File: src/hw/rtl/pfat_pkg.sv
`default_nettype none
package pfat_pkg;

  localparam int MAX_FRAMES = 256;
  localparam int MAX_SLOTS  = 8;
  localparam int MAX_PAGES  = 64;

  localparam int FRAME_W = $clog2(MAX_FRAMES);
  localparam int CNT_W   = $clog2(MAX_FRAMES + 1);
  localparam int SLOT_W  = $clog2(MAX_SLOTS);
  localparam int PIDX_W  = $clog2(MAX_PAGES);
  localparam int LEN_W   = $clog2(MAX_PAGES + 1);
  localparam int TBL_DEPTH = MAX_SLOTS * MAX_PAGES;

  localparam int OP_W    = 2;
  localparam int STAT_W  = 3;
  localparam int REQ_W   = 22;
  localparam int ADDR_W  = 22;
  localparam int OFF_W   = 16;
  localparam int PAGES_W = 7;
  localparam int CFG_W   = 5;
  localparam int CFG_IDX_W = 1;

  localparam logic [CFG_IDX_W-1:0] REG_PAGE_BITS = 1'b0;
  localparam logic [CFG_IDX_W-1:0] REG_PHYS_BITS = 1'b1;

  localparam logic [CFG_W-1:0] PAGE_BITS_RST = 5'd8;
  localparam logic [CFG_W-1:0] PHYS_BITS_RST = 5'd16;

  typedef enum logic [OP_W-1:0] {
    OP_SETUP     = 2'd0,
    OP_CREATE    = 2'd1,
    OP_TERMINATE = 2'd2,
    OP_ACCESS    = 2'd3
  } pfat_op_e;

  typedef enum logic [STAT_W-1:0] {
    STAT_OK       = 3'd0,
    STAT_FEW      = 3'd1,
    STAT_NO_PAGE  = 3'd2,
    STAT_BUSY     = 3'd3,
    STAT_EMPTY    = 3'd4,
    STAT_TOO_MANY = 3'd5
  } pfat_status_e;

  typedef enum logic [2:0] {
    S_IDLE,
    S_DECODE,
    S_POP_RD,
    S_POP_WR,
    S_PUSH_RD,
    S_PUSH_WR,
    S_DONE
  } pfat_state_e;

  typedef struct packed {
    logic         latch;
    logic         setup;
    logic         claim;
    logic         free_slot;
    logic         pop_rd;
    logic         pop_wr;
    logic         push_rd;
    logic         push_wr;
    logic         xlate_rd;
    logic         stat_set;
    pfat_status_e stat;
    logic         emit;
  } pfat_cmd_t;

  typedef struct packed {
    pfat_op_e op;
    logic     in_use;
    logic     too_many;
    logic     too_few;
    logic     pages_zero;
    logic     len_zero;
    logic     page_oob;
    logic     last;
  } pfat_sts_t;

endpackage
`default_nettype wire

File: src/hw/rtl/pfat_ctrl.sv
`default_nettype none
module pfat_ctrl (
  input  wire logic                clk_i,
  input  wire logic                rst_ni,
  input  wire logic                start_i,
  input  wire pfat_pkg::pfat_sts_t sts_i,
  output pfat_pkg::pfat_cmd_t      cmd_o,
  output logic                     busy_o
);

  pfat_pkg::pfat_state_e state_q, state_d;

  always_ff @(posedge clk_i or negedge rst_ni) begin
    if (!rst_ni) begin
      state_q <= pfat_pkg::S_IDLE;
    end else begin
      state_q <= state_d;
    end
  end

  always_comb begin
    state_d = state_q;
    unique case (state_q)
      pfat_pkg::S_IDLE: begin
        if (start_i) state_d = pfat_pkg::S_DECODE;
      end
      pfat_pkg::S_DECODE: begin
        state_d = pfat_pkg::S_DONE;
        unique case (sts_i.op)
          pfat_pkg::OP_CREATE: begin
            if (!sts_i.in_use && !sts_i.too_many && !sts_i.too_few && !sts_i.pages_zero)
              state_d = pfat_pkg::S_POP_RD;
          end
          pfat_pkg::OP_TERMINATE: begin
            if (sts_i.in_use && !sts_i.len_zero) state_d = pfat_pkg::S_PUSH_RD;
          end
          default: state_d = pfat_pkg::S_DONE;
        endcase
      end
      pfat_pkg::S_POP_RD:  state_d = pfat_pkg::S_POP_WR;
      pfat_pkg::S_POP_WR:  state_d = sts_i.last ? pfat_pkg::S_DONE : pfat_pkg::S_POP_RD;
      pfat_pkg::S_PUSH_RD: state_d = pfat_pkg::S_PUSH_WR;
      pfat_pkg::S_PUSH_WR: state_d = sts_i.last ? pfat_pkg::S_DONE : pfat_pkg::S_PUSH_RD;
      pfat_pkg::S_DONE:    state_d = pfat_pkg::S_IDLE;
      default:             state_d = pfat_pkg::S_IDLE;
    endcase
  end

  always_comb begin
    cmd_o = '0;
    unique case (state_q)
      pfat_pkg::S_IDLE: begin
        cmd_o.latch = start_i;
      end
      pfat_pkg::S_DECODE: begin
        cmd_o.stat_set = 1'b1;
        cmd_o.stat     = pfat_pkg::STAT_OK;
        unique case (sts_i.op)
          pfat_pkg::OP_SETUP: begin
            cmd_o.setup = 1'b1;
          end
          pfat_pkg::OP_CREATE: begin
            priority if (sts_i.in_use) begin
              cmd_o.stat = pfat_pkg::STAT_BUSY;
            end else if (sts_i.too_many) begin
              cmd_o.stat = pfat_pkg::STAT_TOO_MANY;
            end else if (sts_i.too_few) begin
              cmd_o.stat = pfat_pkg::STAT_FEW;
            end else begin
              cmd_o.claim = 1'b1;
            end
          end
          pfat_pkg::OP_TERMINATE: begin
            if (!sts_i.in_use) begin
              cmd_o.stat = pfat_pkg::STAT_EMPTY;
            end else if (sts_i.len_zero) begin
              cmd_o.free_slot = 1'b1;
            end
          end
          pfat_pkg::OP_ACCESS: begin
            priority if (!sts_i.in_use) begin
              cmd_o.stat = pfat_pkg::STAT_EMPTY;
            end else if (sts_i.page_oob) begin
              cmd_o.stat = pfat_pkg::STAT_NO_PAGE;
            end else begin
              cmd_o.xlate_rd = 1'b1;
            end
          end
          default: cmd_o.stat = pfat_pkg::STAT_OK;
        endcase
      end
      pfat_pkg::S_POP_RD:  cmd_o.pop_rd = 1'b1;
      pfat_pkg::S_POP_WR:  cmd_o.pop_wr = 1'b1;
      pfat_pkg::S_PUSH_RD: cmd_o.push_rd = 1'b1;
      pfat_pkg::S_PUSH_WR: begin
        cmd_o.push_wr   = 1'b1;
        cmd_o.free_slot = sts_i.last;
      end
      pfat_pkg::S_DONE:    cmd_o.emit = 1'b1;
      default:             cmd_o = '0;
    endcase
  end

  assign busy_o = (state_q != pfat_pkg::S_IDLE);

endmodule
`default_nettype wire

File: config.mk
export PLATFORM = sky130hd
export DESIGN_NAME = pfat_ctrl
export DESIGN_NICKNAME = d
export VERILOG_FILES = /design/src/hw/rtl/pfat_pkg.sv /design/src/hw/rtl/pfat_ctrl.sv
export SDC_FILE = /design/constraint.sdc
export NUM_CORES = 1
export LEC_CHECK = 0
export BUFFER_PORTS_ARGS = -buffer_cell sky130_fd_sc_hd__buf_2
export CORE_AREA = 3 3 40 42
export DETAILED_ROUTE_END_ITERATION = 12
export DIE_AREA = 0 0 43 45
export SYNTH_ARGS = -nofsm -noshare
export SYNTH_HDL_FRONTEND = slang
export SYNTH_SLANG_ARGS = --single-unit
File: constraint.sdc
create_clock -name clk_i -period 4.3 [get_ports clk_i]
set_clock_uncertainty 0.1 [all_clocks]
set_input_delay 0.645 -clock clk_i [delete_from_list [all_inputs] [get_ports clk_i]]
set_output_delay 0.645 -clock clk_i [all_outputs]
set_load 0.03 [all_outputs]
==> results of run 1 <==
## worst max-delay path, stage by stage (launching register included)
cell and delay [ns]:
dfrtp_1 0.50, or3_4 0.49, nor4b_2 0.26, buf_2 0.23
## cells in the mapped netlist
cell	n	area (sq um)
o211ai_1	1	7.510
dfrtp_1	3	75.07
a221oi_2	1	15.01
and3_1	1	6.260
nand2b_1	4	25.02
nor2_1	3	11.26
nor4_1	2	12.51
clkbuf_1	2	7.510
or2b_1	1	7.510
or3_4	1	11.26
clkinv_4	1	8.760
a21oi_1	3	15.01
or3b_2	1	8.760
nor3_1	3	15.01
nand4b_1	1	8.760
and4b_1	1	10.01
or3_1	2	12.51
nor3b_1	3	22.52
a211oi_1	2	15.01
ha_1	5	62.56
buf_6	1	11.26
nand2_1	3	11.26
a31oi_1	1	6.260
inv_1	3	11.26
and2_1	1	6.260
inv_4	1	6.260
nor4b_2	1	15.01
o211ai_4	1	21.27
## layout by cell type, fill, tap and decap left out, drive strengths merged, types with 4 or more instances in the layout
cell type	n
ha	5
inv	4
buf	26
clkbuf	4
nand2b	4
## cell type report
cell class / instances / area [sq um] / share of cell area
multi-input combinational: 42 / 326.6 / 0.5415
timing repair buffer: 26 / 130.1 / 0.2158
sequential: 3 / 75.07 / 0.1245
clock buffer: 4 / 26.28 / 0.04357
inverter: 5 / 26.28 / 0.04357
tap: 15 / 18.77 / 0.03112
## power by group through the flow
stage / registers, uW / clock network [uW] / logic, uW
final: 87.4 / 49.0 / 215
after global routing: 93.7 / 53.9 / 234
after CTS: 87.1 / 51.7 / 219
after detailed placement: 87.8 / 0 / 218
after global placement: 88.6 / 0 / 216
after floorplan: 53.9 / 0 / 209
## routing by layer
layer  wire, um  share of wire  vias to the layer above  global-route usage
met5          0              0                        -                   0
met1        469           0.47                      188              0.1387
met2        433           0.43                       21              0.1497
met4         13          0.013                        0              0.1084
li1           -              -                      246                   -
met3         85          0.085                        2             0.01594
## kinds of logic after synthesis
kind of cell,count (synthesis)
adder cells (fa/ha/maj),5
flip-flops,3
AND/OR/NAND/NOR,28
AO/OA/AOI/OAI,9
buffers and inverters,8
## path summary, 6_finish.rpt
kind / from / end / slack (ns) / cells past startpoint
worst max-delay path: state_q[1] / cmd_o[2] / 1.84 / 3
worst min-delay path: rst_ni / state_q[2] / 0.1 / 1
worst max register to register: state_q[1] / state_q[2] / 2.74 / 3
worst min register to register: state_q[0] / state_q[0] / 0.53 / 1
max in group asynchronous: rst_ni / state_q[1] / 3.89 / 1
min in group clk_i: state_q[0] / state_q[0] / 0.53 / 1
## metrics by stage
stage,total power (uW),utilization,cell area [sq um],instances,hold slack [ns]
2_1_floorplan,262.5,-,446.7,53,0.2494
3_3_place_gp,304.9,0.4489,576.8,91,0.3414
3_5_place_dp,305.6,0.4489,576.8,91,0.3466
4_1_cts,357.6,0.4693,603.1,95,0.09381
5_1_grt,381.7,0.4693,603.1,95,0.09487
6_report,351.7,0.4693,603.1,95,0.09979
==> impl_metrics.ini, run 1 <==
[status]
status = finished, final reports clean

[logic_synthesis]
netlist_instances = 53
synth-simple-area-share = 0.4118
synth-xor-area-share = 0
synth_cell_type_count = 28
ys_seq_area_frac = 0.1681
synth_area_sq_um = 446.7
muxShareOfSynthArea = 0
synth_compound_area_frac = 0.1793
yosys_warnings = 0
ys_ff_latch = 3
synthAdderAreaFrac = 0.1401
synth_top_family_by_area = simple AND/OR/NAND/NOR gates
syn-num-nets = 70
synth_area_per_cell_sq_um = 8.428

[cells_and_area]
insertedDiodeCount = 0
drive_gt1_frac = 0.4500
largestRegisters = state_q (3)
largest_reg_flops = 3
fillers = 139
area_delta_synth_final_pct = 35.01
top_register = state_q
nNetsFinal = 98

[global_route]
grt_use_total = 0.1078
grt_pass1_wl_mm = 1.518
antenna_found_initial = 0
grt_pass1_vias = 374
grt_max_degree = 16
overflow = 0

[timing]
period_share = 0.5721
timing.fmax_mhz = 406.5
period_minus_slack_ns = 2.460
rsz0062_at_grt = no
hold_violations = 0
setup_slack_ns = 1.840
max_slew_margin = 0.7038
max_slew.worst_pin.slew_ns = 0.4403
finalSetupViolCount = 0
drv_slew = 0
setup_tns_ns = 0

[critical_path]
criticalPathCategory = reg2out
crit_path_end_kind = output port
cp_data_arrival_time_ns = 1.71
cp-start-kind = register
crit_fanout = 14
critical_path_required_ns = 3.56

[clock_network]
htreeDepth = 1
cts_buffer_depth = 2
cts_inserted_buffers = 3
hold_buffers = 0
insertion_delay_ns = 0.23
cts-root-buf = clkbuf_4
cts_resized = 0
post-cts-setup-buffers = 0
clk_pin_slew_ns = 0.03
cts_tree = built
clock-sinks = 3

[power]
combinationalPowerShare = 0.612
power.leakage_uw = 0.0003086
p_int_uw = 160.6
p_clk_frac = 0.139
powerDensity_mw_per_mm2 = 583.2
seqPwrFrac = 0.249
peakVddDrop_mv = 0.2204
swShare = 0.5433
switchingPower_uw = 191.1

[route]
num_vias = 457
routed_wl_mm = 1.002
dr.pass1.iters = 2
drc = 0
ant_nets = 0
viasPerCell = 4.811
drtIter0Drc = 5
routedWlPerCell_um = 10.55

[floorplanning]
core_sq_mm = 0.001285
io_pins = 27
die_w_um = 43
die_h_um = 45
num_rows = 13
dieArea_sq_mm = 0.001935
start_util = 0.3476

[placed_design]
io_buffers = 26
post-place-ws_ns = 1.875
hpwlAfterDp_um = 819.6
routabilityCongestion = 0.7290

[flow_run]
maxCapViolCount = 0

[min_path]
hold_path_class = in2async
No activity file was read; power rests on OpenSTA's default activity.
==> run 2: changes to the inputs <==
Settings changed: PLACE_DENSITY set to 0.67.
Clock period 4.3 ns to 2 ns, I/O delays scaled along.
==> run 2 against run 1 <==
- non-clock buffer count rose by 4
- combinational power grew to 2.8 times the previous value
- sequential power rose by 33%
- utilization grew 4.3 points
- total power grew 140%
- clock power rose by 120%
- cell area up 9.1%
- sequential share of layout area decreased by 1.0 points
- critical endpoint unchanged
- largest power group unchanged
==> impl_metrics.ini, run 2 (synthesized netlist as in run 1, its figures left out) <==
[placed_design]
place_area_sq_um = 605.6
routabilityCongestion = 0.7220
io_buffers = 26
post-place-ws_ns = 0.2487
hpwlAfterDp_um = 879.9

[timing]
hold_violations = 0
max_slew_margin = 0.6926
max_slew.worst_pin.slew_ns = 0.4569
timing.fmax_mhz = 517.3
drv_slew = 0
holdWs_ns = 0.2988
setup_slack_ns = 0.06694
period_share = 0.9665
finalSetupViolCount = 0
period_minus_slack_ns = 1.933

[clock_network]
clock-sinks = 3
cts_tree = built
htreeDepth = 1
cts_inserted_buffers = 3
cts-root-buf = clkbuf_4
cts_buffer_depth = 2
clk_pin_slew_ns = 0.04
insertion_delay_ns = 0.23

[cells_and_area]
largest_reg_flops = 3
fillers = 134
fin_util = 0.5122
stdcell_area_sq_um = 658.1
area_delta_synth_final_pct = 47.34
top_register = state_q
seqCellArea_sq_um = 75.07
multiInputGateArea_sq_um = 341.6
insertedDiodeCount = 0
largestRegisters = state_q (3)
nNetsFinal = 102
final_common_cell = buf_2
drive_gt1_frac = 0.4762
final_cell_mix = buf_2 (23), buf_4 (6), ha_1 (5), nand2b_1 (4)

[floorplanning]
core_sq_mm = 0.001285
die_h_um = 45
num_rows = 13
die_w_um = 43
io_pins = 27
dieArea_sq_mm = 0.001935
start_util = 0.3476

[critical_path]
r2r_cells = 4
timing.rr.start = state_q[1]
slowest_stage = or3_4
cp_data_arrival_time_ns = 1.53
crit_start = state_q[0]
cp-start-kind = register
worstPathCellList = inv_4, or3_4, nor4b_4, buf_4
criticalPathCategory = reg2out
cp-endpoint = cmd_o[2]
crit_path_end_kind = output port
r2r_slack_ns = 0.44
cp_top_family = simple AND/OR/NAND/NOR gates
crit_fanout = 5
critical_path_required_ns = 1.60
r2r-end = state_q[2]
cp_num_cells = 4
cp_num_buf_inv = 2
crit_path_max_incr_delay_ns = 0.42

[route]
drtIter0Drc = 1
routedWlPerCell_um = 11.45
viasPerCell = 4.990
dr.pass1.iters = 4
num_vias = 494
ant_nets = 0
routed_wl_mm = 1.134
drc = 0

[power]
peakVddDrop_mv = 0.5403
power.leakage_uw = 0.0003327
powerDensity_mw_per_mm2 = 1257

[global_route]
antenna_found_initial = 0
grt_pass1_wl_mm = 1.766
grt_max_degree = 15
grt_use_total = 0.1242
grt_pass1_vias = 452
overflow = 0

[status]
status = finished, final reports clean

[min_path]
hold_path_class = in2async

[flow_run]
maxCapViolCount = 0
## run 2: timing repair
| action | 4_1_cts | 5_1_grt |
|---|---|---|
| hold endpoints to repair | 3 | 0 |
| buffers inserted | 0 | 0 |
| gates resized for setup | 0 | 5 |
| hold buffers | 1 | 0 |
| setup endpoints to repair | 0 | 3 |
## run 2: worst min-delay path by stage
stage	start	to
final	rst_ni	state_q[0]
after global routing	rst_ni	state_q[0]
after CTS	rst_ni	state_q[0]
after detailed placement	rst_ni	state_q[1]
after global placement	rst_ni	state_q[2]
after floorplan	rst_ni	state_q[0]
## run 2: layout make-up
type	count	share of cell area
tap	15	0.02852
clock buffer	4	0.03992
timing repair buffer	30	0.2586
inverter	5	0.03992
sequential	3	0.1141
multi-input combinational	42	0.5190
## run 2: per-stage QoR
stage	TNS (ns)	power (uW)	std cells
after floorplan	0	567.1	53
after global placement	0	705.8	94
after detailed placement	0	711.6	94
after CTS	0	828.1	99
after global routing	-0.001538	888.7	99
final	0	827.3	99
## run 2: report_power, final
group	switching, uW	total, uW	internal [uW]
combinational	382	605	223
sequential	22.6	116	93.6
clock	31.6	106	74.8
total	436	827	391
## run 2: metal layers
metal | share of wire | global-route usage | vias to the layer above
li1 | - | - | 253
met1 | 0.42 | 0.1353 | 217
met2 | 0.47 | 0.2156 | 22
met3 | 0.10 | 0.02390 | 2
met4 | 0.0062 | 0.09036 | 0
met5 | 0 | 0 | -
